===== config.mk =====
export PLATFORM = sky130hd
export DESIGN_NAME = triangle_primitive_assembler
export DESIGN_NICKNAME = d
export VERILOG_FILES = /design/src/rtl/core/tpa_pkg.sv /design/src/rtl/core/tpa_front.sv /design/src/rtl/core/tpa_queue.sv /design/src/rtl/core/tpa_back.sv /design/src/rtl/core/triangle_primitive_assembler.sv
export SDC_FILE = /design/constraint.sdc
export NUM_CORES = 1
export LEC_CHECK = 0
export BUFFER_PORTS_ARGS = -buffer_cell sky130_fd_sc_hd__buf_2
export CORE_MARGIN = 2
export CORE_UTILIZATION = 30
export DETAILED_ROUTE_END_ITERATION = 10
export REMOVE_ABC_BUFFERS = 1
export SYNTH_ARGS = -nofsm -noshare
export SYNTH_HDL_FRONTEND = slang
export SYNTH_SLANG_ARGS = --single-unit

===== constraint.sdc =====
create_clock -name i_clk -period 24.4 [get_ports i_clk]
set_input_delay 1.22 -clock i_clk [delete_from_list [all_inputs] [get_ports i_clk]]
set_output_delay 1.22 -clock i_clk [all_outputs]
set_load 0.05 [all_outputs]

===== src/rtl/core/tpa_pkg.sv =====
// ----------------------------------------------------------------------------
// tpa_pkg - triangle primitive assembler shared types
// Item layouts, mode codes and the command item that runs from the front
// part through the queue to the back part.
// ----------------------------------------------------------------------------
package tpa_pkg;

    // primitive_mode codes; code 3 is reserved and behaves as the list mode
    localparam logic [1:0] MODE_LIST  = 2'd0;
    localparam logic [1:0] MODE_STRIP = 2'd1;
    localparam logic [1:0] MODE_FAN   = 2'd2;

    localparam int QUEUE_DEPTH = 2;

    typedef struct packed {
        logic [31:0] vertex_id;
        logic [31:0] texcoord_index;
        logic        primitive_start;
        logic        object_start;
    } t_in_item;

    typedef struct packed {
        logic [31:0] corner0_vertex;
        logic [31:0] corner0_texcoord;
        logic [31:0] corner1_vertex;
        logic [31:0] corner1_texcoord;
        logic [31:0] corner2_vertex;
        logic [31:0] corner2_texcoord;
    } t_out_item;

    typedef struct packed {
        logic [31:0] texcoord;
        logic [31:0] vertex;
    } t_vertex;

    // how the vertex window moves
    typedef enum logic [1:0] {
        WIN_KEEP  = 2'd0,
        WIN_SHIFT = 2'd1,
        WIN_OLDER = 2'd2,
        WIN_NEWER = 2'd3
    } t_win_op;

    // which triangle, if any, the vertex closes
    typedef enum logic [2:0] {
        EMIT_NONE        = 3'd0,
        EMIT_LIST        = 3'd1,
        EMIT_STRIP_EVEN  = 3'd2,
        EMIT_STRIP_ODD   = 3'd3,
        EMIT_FAN         = 3'd4
    } t_emit;

    typedef struct packed {
        logic    load_anchor;
        t_win_op win;
        t_emit   emit;
        t_vertex cur;
    } t_cmd;

    typedef struct packed {
        logic push;
        logic pop;
    } t_queue_ctrl;

    typedef struct packed {
        logic full;
        logic empty;
    } t_queue_stat;

endpackage


===== src/rtl/core/tpa_front.sv =====
// ----------------------------------------------------------------------------
// tpa_front - vertex classifier
// Tracks mode, position count and strip parity, and turns each vertex into
// a command for the back part.
// ----------------------------------------------------------------------------
module tpa_front (
    input  logic              i_clk,
    input  logic              i_rst_n,
    input  logic              i_cfg_we,
    input  logic [1:0]        i_cfg_data,
    input  logic              i_accept,
    input  tpa_pkg::t_in_item i_item,
    output tpa_pkg::t_cmd     o_cmd
);

    logic [1:0] r_mode;
    logic [1:0] r_cnt;
    logic       r_odd;
    logic [1:0] n_cnt;
    logic       n_odd;

    logic [1:0] cnt_sat;
    logic [1:0] cnt_eff;
    logic       par;
    logic       strip_fan;
    logic       prim;

    always_comb begin
        cnt_sat   = (r_cnt > 2'd2) ? 2'd2 : r_cnt;
        strip_fan = (r_mode == tpa_pkg::MODE_STRIP) || (r_mode == tpa_pkg::MODE_FAN);
        prim      = i_item.primitive_start | i_item.object_start;

        o_cmd.cur.vertex   = i_item.vertex_id;
        o_cmd.cur.texcoord = i_item.texcoord_index;
        o_cmd.load_anchor  = 1'b0;
        o_cmd.win          = tpa_pkg::WIN_KEEP;
        o_cmd.emit         = tpa_pkg::EMIT_NONE;
        cnt_eff            = cnt_sat;
        par                = 1'b0;
        n_cnt              = r_cnt;
        n_odd              = 1'b0;

        if (strip_fan) begin
            cnt_eff           = prim ? 2'd0 : cnt_sat;
            par               = prim ? 1'b0 : r_odd;
            o_cmd.load_anchor = (cnt_eff == 2'd0);
            o_cmd.win         = tpa_pkg::WIN_SHIFT;
            if (cnt_eff == 2'd2) begin
                if (r_mode == tpa_pkg::MODE_FAN) begin
                    o_cmd.emit = tpa_pkg::EMIT_FAN;
                end else if (par) begin
                    o_cmd.emit = tpa_pkg::EMIT_STRIP_ODD;
                end else begin
                    o_cmd.emit = tpa_pkg::EMIT_STRIP_EVEN;
                end
                n_cnt = 2'd2;
            end else begin
                n_cnt = cnt_eff + 2'd1;
            end
            n_odd = ~par;
        end else begin
            // list grouping restarts only on an object start
            cnt_eff           = i_item.object_start ? 2'd0 : cnt_sat;
            o_cmd.load_anchor = i_item.object_start;
            case (cnt_eff)
                2'd0: begin
                    o_cmd.win = tpa_pkg::WIN_OLDER;
                    n_cnt     = 2'd1;
                end
                2'd1: begin
                    o_cmd.win = tpa_pkg::WIN_NEWER;
                    n_cnt     = 2'd2;
                end
                default: begin
                    o_cmd.emit = tpa_pkg::EMIT_LIST;
                    n_cnt      = 2'd0;
                end
            endcase
        end
    end

    always_ff @(posedge i_clk) begin
        if (!i_rst_n) begin
            r_mode <= tpa_pkg::MODE_LIST;
            r_cnt  <= 2'd0;
            r_odd  <= 1'b0;
        end else if (i_cfg_we) begin
            // new mode starts a fresh group; stored vertices stay
            r_mode <= i_cfg_data;
            r_cnt  <= 2'd0;
            r_odd  <= 1'b0;
        end else if (i_accept) begin
            r_cnt <= n_cnt;
            r_odd <= n_odd;
        end
    end

endmodule


===== src/rtl/core/tpa_queue.sv =====
// ----------------------------------------------------------------------------
// tpa_queue - command queue
// Two-entry queue between the classifier and the triangle builder.
// ----------------------------------------------------------------------------
module tpa_queue (
    input  logic                 i_clk,
    input  logic                 i_rst_n,
    input  tpa_pkg::t_queue_ctrl i_ctrl,
    input  tpa_pkg::t_cmd        i_cmd,
    output tpa_pkg::t_cmd        o_cmd,
    output tpa_pkg::t_queue_stat o_stat
);

    localparam int PTR_W = $clog2(tpa_pkg::QUEUE_DEPTH);
    localparam int CNT_W = $clog2(tpa_pkg::QUEUE_DEPTH + 1);

    tpa_pkg::t_cmd    r_slot [tpa_pkg::QUEUE_DEPTH];
    logic [PTR_W-1:0] r_wr_ptr;
    logic [PTR_W-1:0] r_rd_ptr;
    logic [CNT_W-1:0] r_count;

    assign o_cmd        = r_slot[r_rd_ptr];
    assign o_stat.full  = (r_count == CNT_W'(tpa_pkg::QUEUE_DEPTH));
    assign o_stat.empty = (r_count == '0);

    always_ff @(posedge i_clk) begin
        if (i_ctrl.push) begin
            r_slot[r_wr_ptr] <= i_cmd;
        end
    end

    always_ff @(posedge i_clk) begin
        if (!i_rst_n) begin
            r_wr_ptr <= '0;
            r_rd_ptr <= '0;
            r_count  <= '0;
        end else begin
            if (i_ctrl.push) begin
                r_wr_ptr <= r_wr_ptr + PTR_W'(1);
            end
            if (i_ctrl.pop) begin
                r_rd_ptr <= r_rd_ptr + PTR_W'(1);
            end
            case ({i_ctrl.push, i_ctrl.pop})
                2'b10:   r_count <= r_count + CNT_W'(1);
                2'b01:   r_count <= r_count - CNT_W'(1);
                default: r_count <= r_count;
            endcase
        end
    end

endmodule


===== src/rtl/core/tpa_back.sv =====
// ----------------------------------------------------------------------------
// tpa_back - triangle builder
// Holds the vertex window, builds triangles from queued commands and
// keeps the result in the output register.
// ----------------------------------------------------------------------------
module tpa_back (
    input  logic               i_clk,
    input  logic               i_rst_n,
    input  logic               i_cmd_valid,
    input  tpa_pkg::t_cmd      i_cmd,
    output logic               o_cmd_take,
    output logic               o_out_valid,
    input  logic               i_out_stall,
    output tpa_pkg::t_out_item o_out_item
);

    tpa_pkg::t_vertex   r_anchor;
    tpa_pkg::t_vertex   r_older;
    tpa_pkg::t_vertex   r_newer;
    logic               r_out_valid;
    tpa_pkg::t_out_item r_out;

    tpa_pkg::t_vertex c0;
    tpa_pkg::t_vertex c1;
    logic             tri_ok;
    logic             can_load;

    assign can_load    = !r_out_valid || !i_out_stall;
    assign o_cmd_take  = i_cmd_valid && can_load;
    assign o_out_valid = r_out_valid;
    assign o_out_item  = r_out;

    always_comb begin
        c0     = r_older;
        c1     = r_newer;
        tri_ok = 1'b0;
        case (i_cmd.emit)
            tpa_pkg::EMIT_LIST: begin
                // degenerate list triangles are dropped
                tri_ok = (r_older.vertex != r_newer.vertex)
                      && (r_older.vertex != i_cmd.cur.vertex)
                      && (r_newer.vertex != i_cmd.cur.vertex);
            end
            tpa_pkg::EMIT_STRIP_EVEN: begin
                tri_ok = 1'b1;
            end
            tpa_pkg::EMIT_STRIP_ODD: begin
                c0     = r_newer;
                c1     = r_older;
                tri_ok = 1'b1;
            end
            tpa_pkg::EMIT_FAN: begin
                c0     = r_anchor;
                tri_ok = 1'b1;
            end
            default: begin
                tri_ok = 1'b0;
            end
        endcase
    end

    always_ff @(posedge i_clk) begin
        if (o_cmd_take) begin
            if (i_cmd.load_anchor) begin
                r_anchor <= i_cmd.cur;
            end
            case (i_cmd.win)
                tpa_pkg::WIN_SHIFT: begin
                    r_older <= r_newer;
                    r_newer <= i_cmd.cur;
                end
                tpa_pkg::WIN_OLDER: r_older <= i_cmd.cur;
                tpa_pkg::WIN_NEWER: r_newer <= i_cmd.cur;
                default: begin
                    r_older <= r_older;
                end
            endcase
        end
        if (o_cmd_take && tri_ok) begin
            r_out.corner0_vertex   <= c0.vertex;
            r_out.corner0_texcoord <= c0.texcoord;
            r_out.corner1_vertex   <= c1.vertex;
            r_out.corner1_texcoord <= c1.texcoord;
            r_out.corner2_vertex   <= i_cmd.cur.vertex;
            r_out.corner2_texcoord <= i_cmd.cur.texcoord;
        end
    end

    always_ff @(posedge i_clk) begin
        if (!i_rst_n) begin
            r_out_valid <= 1'b0;
        end else if (can_load) begin
            r_out_valid <= o_cmd_take && tri_ok;
        end
    end

endmodule


===== src/rtl/core/triangle_primitive_assembler.sv =====
// ----------------------------------------------------------------------------
// triangle_primitive_assembler - triangle list / strip / fan assembly
// Input channel: one vertex item per accept (i_in_valid high, o_in_stall
// low). Output channel: one triangle item per accept (o_out_valid high,
// i_out_stall low); a vertex yields zero or one triangle.
// Config: i_cfg_we writes primitive_mode (list, strip, fan; code 3 acts as
// list) and restarts grouping. Write only while the block is idle.
// Throughput: one vertex per cycle, sustained while the output is taken.
// Path: the accept edge of the closing vertex writes its command into the
// queue; the builder loads the output register when it takes that command
// from the queue head, and o_out_valid rises with the loaded register.
// The front classifier updates position count and parity at accept and
// queues a command; the back builder owns the vertex window and output
// register. A stall on the output holds the output register; the two-entry
// queue then fills and o_in_stall rises. Vertices that close no triangle
// still pass the queue in order so the window stays in step.
// Reset (synchronous, i_rst_n low): list mode, empty queue, count and parity
// cleared, no output valid.
// ----------------------------------------------------------------------------
module triangle_primitive_assembler (
    input  logic               i_clk,
    input  logic               i_rst_n,
    input  logic               i_cfg_we,
    input  logic [1:0]         i_cfg_data,
    input  logic               i_in_valid,
    output logic               o_in_stall,
    input  tpa_pkg::t_in_item  i_in_item,
    output logic               o_out_valid,
    input  logic               i_out_stall,
    output tpa_pkg::t_out_item o_out_item
);

    tpa_pkg::t_cmd        front_cmd;
    tpa_pkg::t_cmd        head_cmd;
    tpa_pkg::t_queue_ctrl q_ctrl;
    tpa_pkg::t_queue_stat q_stat;
    logic                 in_accept;
    logic                 cmd_take;

    // stall only on a full queue; the output side never blocks directly
    assign o_in_stall  = q_stat.full;
    assign in_accept   = i_in_valid && !q_stat.full;
    assign q_ctrl.push = in_accept;
    assign q_ctrl.pop  = cmd_take;

    tpa_front u_front (
        .i_clk      (i_clk),
        .i_rst_n    (i_rst_n),
        .i_cfg_we   (i_cfg_we),
        .i_cfg_data (i_cfg_data),
        .i_accept   (in_accept),
        .i_item     (i_in_item),
        .o_cmd      (front_cmd)
    );

    tpa_queue u_queue (
        .i_clk   (i_clk),
        .i_rst_n (i_rst_n),
        .i_ctrl  (q_ctrl),
        .i_cmd   (front_cmd),
        .o_cmd   (head_cmd),
        .o_stat  (q_stat)
    );

    tpa_back u_back (
        .i_clk       (i_clk),
        .i_rst_n     (i_rst_n),
        .i_cmd_valid (!q_stat.empty),
        .i_cmd       (head_cmd),
        .o_cmd_take  (cmd_take),
        .o_out_valid (o_out_valid),
        .i_out_stall (i_out_stall),
        .o_out_item  (o_out_item)
    );

endmodule

---- Yosys cells after proc, flatten, opt, wreduce, memory -nomap -nowiden ----
Memories as Yosys holds them, arrays and structs flattened. A register that Yosys moved wholly into a read port is not among the register bits.
Cells that the tools add are included.
cells by class
  add/subtract/negate cells ............... 5
  equality and inequality tests ........... 17
  $lt $le $gt $ge ......................... 1
  bitwise logic cells ..................... 3
  reductions and logical operators ........ 23
  mux-type cells .......................... 23
operators by type and width
  operator             count
  $pmux 64 s2          2
  $ne 32x32->1         3
  $mux 64              1
  $eq 2x2->1 const B   6
  $pmux 2 s2           3
  $mux 2               5
  $eq 2x1->1 const B   4
  $mux 1               8
  $eq 3x2->1 const B   2
  $logic_not 2->1      3
  $mux 3               2
  $mux 6               1
  $reduce_and 2->1     3
  $reduce_or 2->1      3
  $logic_and 1x1->1    5
  $add 2x1->2 const B  2
  $logic_not 1->1      4
  $reduce_bool 2->1    2
  $eq 3x1->1 const B   1
  $eq 3x3->1 const B   1
  $reduce_or 3->1      1
  $add 1x1->1 const B  2
  $gt 2x2->1 const B   1
  $logic_or 1x1->1     2
  4 further kinds      5
storage, ports and cells
  word-level logic and storage cells ...... 92
  output and inout port bits .............. 194
  memories ................................ 1
  bits in registers ....................... 394
  RAM bits ................................ 140
memory list
  name            words  width  read ports  clocked after Yosys merged registers in  write ports  line             text
  u_queue.r_slot  2      70     1           1                                        1            tpa_queue.sv:17  tpa_pkg::t_cmd r_slot [tpa_pkg::QUEUE_DEPTH];

---- Longest topological paths before layout ----
Gate-level depths: netlist (run 1).
  word-level depth ........................ 7
  mapped depth ............................ 11

---- By module ----
From an unflattened synthesis (run 1), not the netlist that was laid out.
second synthesis, totals
  cells, all modules ...................... 1238
  area, all modules ....................... 21453.1 um^2
modules (own cells, without submodules)
  module                        times used  cells an instance  area each (um^2)  sequential area each (um^2)
  tpa_back                      1           890                15332.2           11551.1
  tpa_queue                     1           240                5248.8            4304.1
  tpa_front                     1           106                854.6             100.1
  triangle_primitive_assembler  1           2                  17.5              0.0

---- Worst setup path before layout (run 1) ----
No wires, ideal clock.
  path type ............................... input to register
  start ................................... in i_out_stall
  end ..................................... reg u_back.r_out, in the netlist u_back.o_out_item[0], enable pin
  data arrival time ....................... 10.834 ns
  path buffers ............................ 0
  stages .................................. 3
  setup slack ............................. 12.755 ns
  setup time .............................. 0.811 ns
  path through ............................ nand2_1 o21ai_1 o22ai_1
between the ends
  longest elaborated chain between the ends .. 4
ends and longest elaborated chain
  element            line                                text
  from (decl)        triangle_primitive_assembler.sv:29  input logic i_out_stall,
  $logic_not 1->1    tpa_back.sv:28                      assign can_load = !r_out_valid || !i_out_stall;
  $logic_or 1x1->1   tpa_back.sv:28
  $logic_and 1x1->1  tpa_back.sv:29                      assign o_cmd_take = i_cmd_valid && can_load;
  $logic_and 1x1->1  tpa_back.sv:79                      if (o_cmd_take && tri_ok) begin
  to (decl)          tpa_back.sv:21                      tpa_pkg::t_out_item r_out;
Every way passes these cells.
A chain may end at the register's enable or synchronous reset.

==> out/results.ini, run 1 <==
[finish]
drive_above_1_share_pct = 33.69
regArea_sq_um = 15960
final_core_util_pct = 36.26
layout_commonest_cell = edfxtp_1
final_cell_mix = edfxtp_1, buf_2, nand2_1
synthToLayoutAreaGrowth_pct = 20.24
fillers = 6611
multi_input_area_sq_um = 4696
fin_nets = 1610

[die]
ios = 267
coreArea_sq_um = 69660
die_area_sq_um = 72170
die_h_um = 268.6
rows = 97
initial_core_util_pct = 30.16
die_w_um = 268.6

[clock_network]
cts_setup_buffers = 0
post_cts_resized = 0
cts.sinks = 535
cts_made_buffers = 57
cts_buffer_depth = 3
cts_hold_buf = 0
cts.root.buffer_cell = clkbuf_16
cts_tree = built
path_clk_slew_ns = 0.05
clk_latency_ns = 0.60
htreeDepth = 2

[power]
finalPower_mw = 3.703
p_per_area_nw_per_um2 = 146.6
peakVddDrop_v = 0.00007132
total_leakage_power_nw = 8.865

[timing]
hold-worst-slack_ns = 0.5090
fin_crit_sh_pct = 19.33
period_needed_ns = 4.716
hold_viol = 0
relSlewSlack_pct = 20.27
setup_viol = 0
fmax_mhz = 212.0
tns_ns = 0
slew_violations = 0
final.setup.worst_slack_ns = 19.68
rsz0062_at_grt = no
skew_ns = 0.01957
worst_pin_slew_ns = 1.196

[setup_path]
cp_slowest_cell = buf_4
worstSetupPathType = reg2reg
crit_family = buffers and inverters
arrival_ns = 4.93
critPathMaxStageDelay_ns = 0.88
crit_top_cell = buf_4
worstPathMaxFanout = 73
worst-path-buf-inv = 3
worstPathRequired_ns = 24.61
crit_chain = buf_4, mux2i_2, xnor2_1, nor4_1, nand4_1, o21ai_1, o22ai_4, buf_4, buf_4
crit_path_end_kind = flip-flop
critPathLaunchType = flip-flop

[placed_design]
gp_congestion = 0.7978
portBuffers = 266
post-place-ws_ns = 19.64
hpwl_mm = 33.90

[logic_synthesis]
syn_inst = 1240
yosysUniqueCellTypes = 42
syn_avg_cell_area_sq_um = 16.94
syn_area_sq_um = 21010
ys_warn_count = 0
async_flop_share_pct = 0
synth_edf_count = 524
ys_ff_latch = 535
synth_seq_area_share_pct = 75.94
ys.flop_type = edfxtp_1

[global_routing]
grt_overflow = 0
grt_pass1_wl_mm = 76.91
grt_pass1_vias = 11520
grt_max_degree = 129
grt.total_usage_pct = 14.65
antenna_found_initial = 10

[drt]
drt_wl_total_mm = 54.35
vias_per_cell = 4.601
drc = 0
drtIter0Drc = 993
route.detailed.wl_per_inst_um = 21.59
via_count = 11580
ant_nets = 0
firstDrtPassIters = 5

[min_path]
hold_path.class = reg2reg

[job]
drv_cap = 0

[status]
outcome = completed

-- worst min-delay path: stages, from the launching register on --
cell and delay (ns):
dfxtp_1 0.33, o21ai_0 0.08, a21oi_1 0.06
-- cells by family (layout without fill, tap and decap cells) --
group	count (synthesis)	in the layout	synth area share, %
and+or+nand+nor	228	228	4.615
AOI/OAI and AO/OA	114	114	3.639
adders and majority gates	5	5	0.2978
xor gates and xnor gates	100	100	4.169
DFF	535	535	75.94
buffers and inverters	90	426	2.096
other	0	1	0
muxes	168	168	9.242
-- Yosys cell counts, types with 3 or more instances --
cell type	number	area (sq um)
dfxtp_1	11	220.2
nor4_1	18	112.6
nand4_1	12	75.07
mux2i_1	12	120.1
nor2_1	51	191.4
buf_2	17	85.08
inv_1	41	153.9
a211oi_1	3	22.52
ha_1	5	62.56
edfxtp_1	524	15740
mux2i_2	26	357.8
buf_1	4	15.01
clkbuf_1	15	56.30
buf_4	8	60.06
a21oi_1	35	175.2
nand2_1	134	503.0
a22oi_1	64	480.5
nand2b_1	4	25.02
mux2_2	130	1464
xnor2_1	98	858.3
-- final cells by class --
type	instances	share of cell area [%]
clock buffer	70	6.008
clock inverter	33	1.174
inverter	42	0.6241
sequential	535	63.18
antenna	1	0.009906
timing repair buffer	281	5.765
tap	940	4.656
multi-input combinational	615	18.59
-- stage by stage --
| step | instances | area [sq um] |
|---|---|---|
| 6_report | 2517 | 25260 |
| 5_1_grt | 2516 | 25260 |
| 2_1_floorplan | 1192 | 20730 |
| 4_1_cts | 2516 | 25260 |
| 3_5_place_dp | 2413 | 23450 |
| 3_3_place_gp | 2413 | 23450 |
-- state kept, by name, summed over array words and instances, names as in the netlist, named ones only --
signal and cells:
u_back.o_out_valid 1, u_queue.r_wr_ptr 1, u_back.r_anchor 64, u_back.o_out_item 192, u_queue.r_count 2, u_back.r_older 64, u_queue.r_rd_ptr 1, u_queue.r_slot 140
u_front.r_mode 2, u_front.r_cnt 2, u_back.r_newer 64, u_front.r_odd 1
-- final timing paths --
kind                                        start  slack, ns                          endpoint  cells past startpoint
hold / removal    u_queue.r_count[1]$_SDFFE_PN0P_       0.51   u_queue.r_count[1]$_SDFFE_PN0P_                      2
setup reg to reg                        flip-flop      19.68  u_back.o_out_item[124]$_DFFE_PP_                      9
hold reg to reg   u_queue.r_count[1]$_SDFFE_PN0P_       0.51   u_queue.r_count[1]$_SDFFE_PN0P_                      2
setup / recovery                        flip-flop      19.68  u_back.o_out_item[124]$_DFFE_PP_                      9
-- per-layer routing --
metal	up-vias	global-route usage [%]	wire, um	share of wire, %
li1	5264	-	-	-
met1	5870	20.07	24210	45
met2	352	22.99	25120	46
met3	84	3.954	3772	6.9
met4	10	3.859	1184	2.2
met5	-	0	70	0.13
-- report_power, final --
part           internal (mW)  total [mW]  switching [mW]  leakage, nW
clock network          0.492       0.844           0.352        0.897
logic                  0.316        1.26           0.944         3.02
registers               1.44        1.60           0.160         4.95
total                   2.25        3.70            1.46         8.86
No activity file was read; power rests on OpenSTA's default activity.
==> inputs of run 2 (changes only) <==
==> constraint.sdc (replaced) <==
create_clock -name i_clk -period 4.7 [get_ports i_clk]
set_input_delay 0.235 -clock i_clk [delete_from_list [all_inputs] [get_ports i_clk]]
set_output_delay 0.235 -clock i_clk [all_outputs]
set_load 0.05 [all_outputs]
==> run 2 against run 1 <==
Worst setup slack worse by 19 ns; register-to-register slack got worse by 19 ns; final area rose by 3.7%; clock-buffer cell count decreased by 5; first-iteration DRC count decreased by 1.4%; via count is 3.7% higher; highest routed layer unchanged; largest cell class unchanged; global-route usage increased by 0.081 points; combinational power grew to 5.3 times the previous value; worst hold slack worse by 0.38 ns; cell count up 3.2%; sequential share of layout area decreased by 2.3 points; critical path type unchanged.
==> out/results.ini, run 2 (synthesis results as in run 1) <==
[status]
outcome = completed

[clock_network]
cts.root.buffer_cell = clkbuf_16
htreeDepth = 2
cts_buffer_depth = 3
path_clk_slew_ns = 0.06
cts.sinks = 535
clk_latency_ns = 0.62
cts_tree = built
cts_setup_buffers = 0
cts_made_buffers = 58

[finish]
final_area_sq_um = 26200
final_core_util_pct = 37.61
largest_reg_flops = 192
synthToLayoutAreaGrowth_pct = 24.70
layout_commonest_cell = edfxtp_1
fin_nets = 1686
final_cell_mix = edfxtp_1, buf_2, nand2_1
final_cells = 2598
drive_above_1_share_pct = 33.01

[timing]
hold-worst-slack_ns = 0.1255
final.setup.worst_slack_ns = 1.037
tns_ns = 0
worst_pin_slew_ns = 1.104
slew_violations = 0
rsz0062_at_grt = no
fin_crit_sh_pct = 77.94
fmax_mhz = 273.0
skew_ns = 0.02952
relSlewSlack_pct = 26.22
hold_viol = 0
period_needed_ns = 3.663
setup_viol = 0

[setup_path]
crit_cells = 8
critPathLaunchType = flip-flop
worstPathRequired_ns = 4.86
worstSetupPathType = reg2reg
reg2reg_depth = 8
worstPathMaxFanout = 138
crit_path_end_kind = flip-flop
cp_slowest_cell = dfxtp_4
arrival_ns = 3.83
critPathMaxStageDelay_ns = 0.65
rr_endpoint = u_back.o_out_item[17]$_DFFE_PP_
crit_chain = buf_4, mux2i_2, xnor2_1, nor4_1, nand4_1, o21ai_1, o22ai_4, buf_12
worst-path-buf-inv = 2
r2r_slack_ns = 1.04
critical_path.endpoint = u_back.o_out_item[17]$_DFFE_PP_
crit_family = buffers and inverters

[drt]
ant_nets = 0
drt_wl_total_mm = 54.75
drtIter0Drc = 979
route.detailed.wl_per_inst_um = 21.07
firstDrtPassIters = 5
drc = 0
vias_per_cell = 4.622
via_count = 12010

[power]
p_per_area_nw_per_um2 = 746.9
total_leakage_power_nw = 9.253
finalPower_mw = 19.57
peakVddDrop_v = 0.0004592

[min_path]
hold_path.class = in2reg

[placed_design]
placement.cell_area_sq_um = 23540
dp_cells = 2417
gp_congestion = 0.8127
portBuffers = 266
hpwl_mm = 35.07
post-place-ws_ns = 1.295

[global_routing]
grt_pass1_wl_mm = 78.14
grt_pass1_vias = 12030
grt.total_usage_pct = 14.73
antenna_found_initial = 8
grt_max_degree = 139
grt_overflow = 0

[job]
drv_cap = 0

[die]
ios = 267
die_w_um = 268.6
die_h_um = 268.6
rows = 97
initial_core_util_pct = 30.16
coreArea_sq_um = 69660
die_area_sq_um = 72170

run 2: changes by cell type in the layout (fill, tap and decap cells not counted), moves of 2 or more:
cell | before | now
dlygate4sd3_1 | 0 | 71
buf_12 | 1 | 6
clkbuf_1 | 11 | 7
inv_6 | 2 | 6
bufinv_16 | 5 | 8
clkinvlp_4 | 1 | 4
clkinv_1 | 10 | 8
clkinv_4 | 2 | 4
run 2: worst min-delay path by stage:
stage / startpoint / endpoint / slack, ns / depth (start not counted)
2_1_floorplan: i_in_item[34] / u_queue.r_slot[0][0]$_DFFE_PP_ / 0.33 / 0
3_3_place_gp: i_in_item[6] / u_queue.r_slot[0][36]$_DFFE_PP_ / 0.42 / 1
4_1_cts: i_in_valid / u_front.r_cnt[1]$_SDFFE_PP0P_ / 0.08 / 3
3_5_place_dp: i_in_item[6] / u_queue.r_slot[0][36]$_DFFE_PP_ / 0.43 / 1
5_1_grt: i_in_valid / u_front.r_cnt[1]$_SDFFE_PP0P_ / 0.14 / 3
6_report: i_in_valid / u_front.r_cnt[1]$_SDFFE_PP0P_ / 0.13 / 3
run 2: where the power goes:
part	internal [mW]	total [mW]	switching, mW
clock network	2.72	4.66	1.94
registers	7.45	8.24	0.796
logic	1.75	6.67	4.92
total	11.9	19.6	7.66
run 2: area by class of cell:
type | instances | area (sq um)
fillers | 6595 | 43470
flip-flops and latches | 535 | 15960
multi-input cells | 615 | 4696
repair buffers | 356 | 2260
clock buffers | 65 | 1478
well taps | 940 | 1176
clock inverters | 44 | 470.5
inverters | 42 | 157.7
diodes | 1 | 2.502
run 2: metal layers:
layer	part of all wire, %	wire, um	track usage (%)
met1	43	23640	19.67
met2	48	26100	23.88
met3	6.6	3623	3.607
met4	2.4	1321	4.129
met5	0.12	66	0
run 2: timing repair:
action                                 CTS  global route
hold buffers                            71             0
resized for setup                        0             0
endpoints found under the hold margin  137             0
run 2: worst reg2reg max path: stages (launching register included):
cell and delay [ns]:
dfxtp_4 0.65, buf_4 0.44, mux2i_2 0.43, xnor2_1 0.10, nor4_1 0.49, nand4_1 0.16
o21ai_1 0.29, o22ai_4 0.12, buf_12 0.25
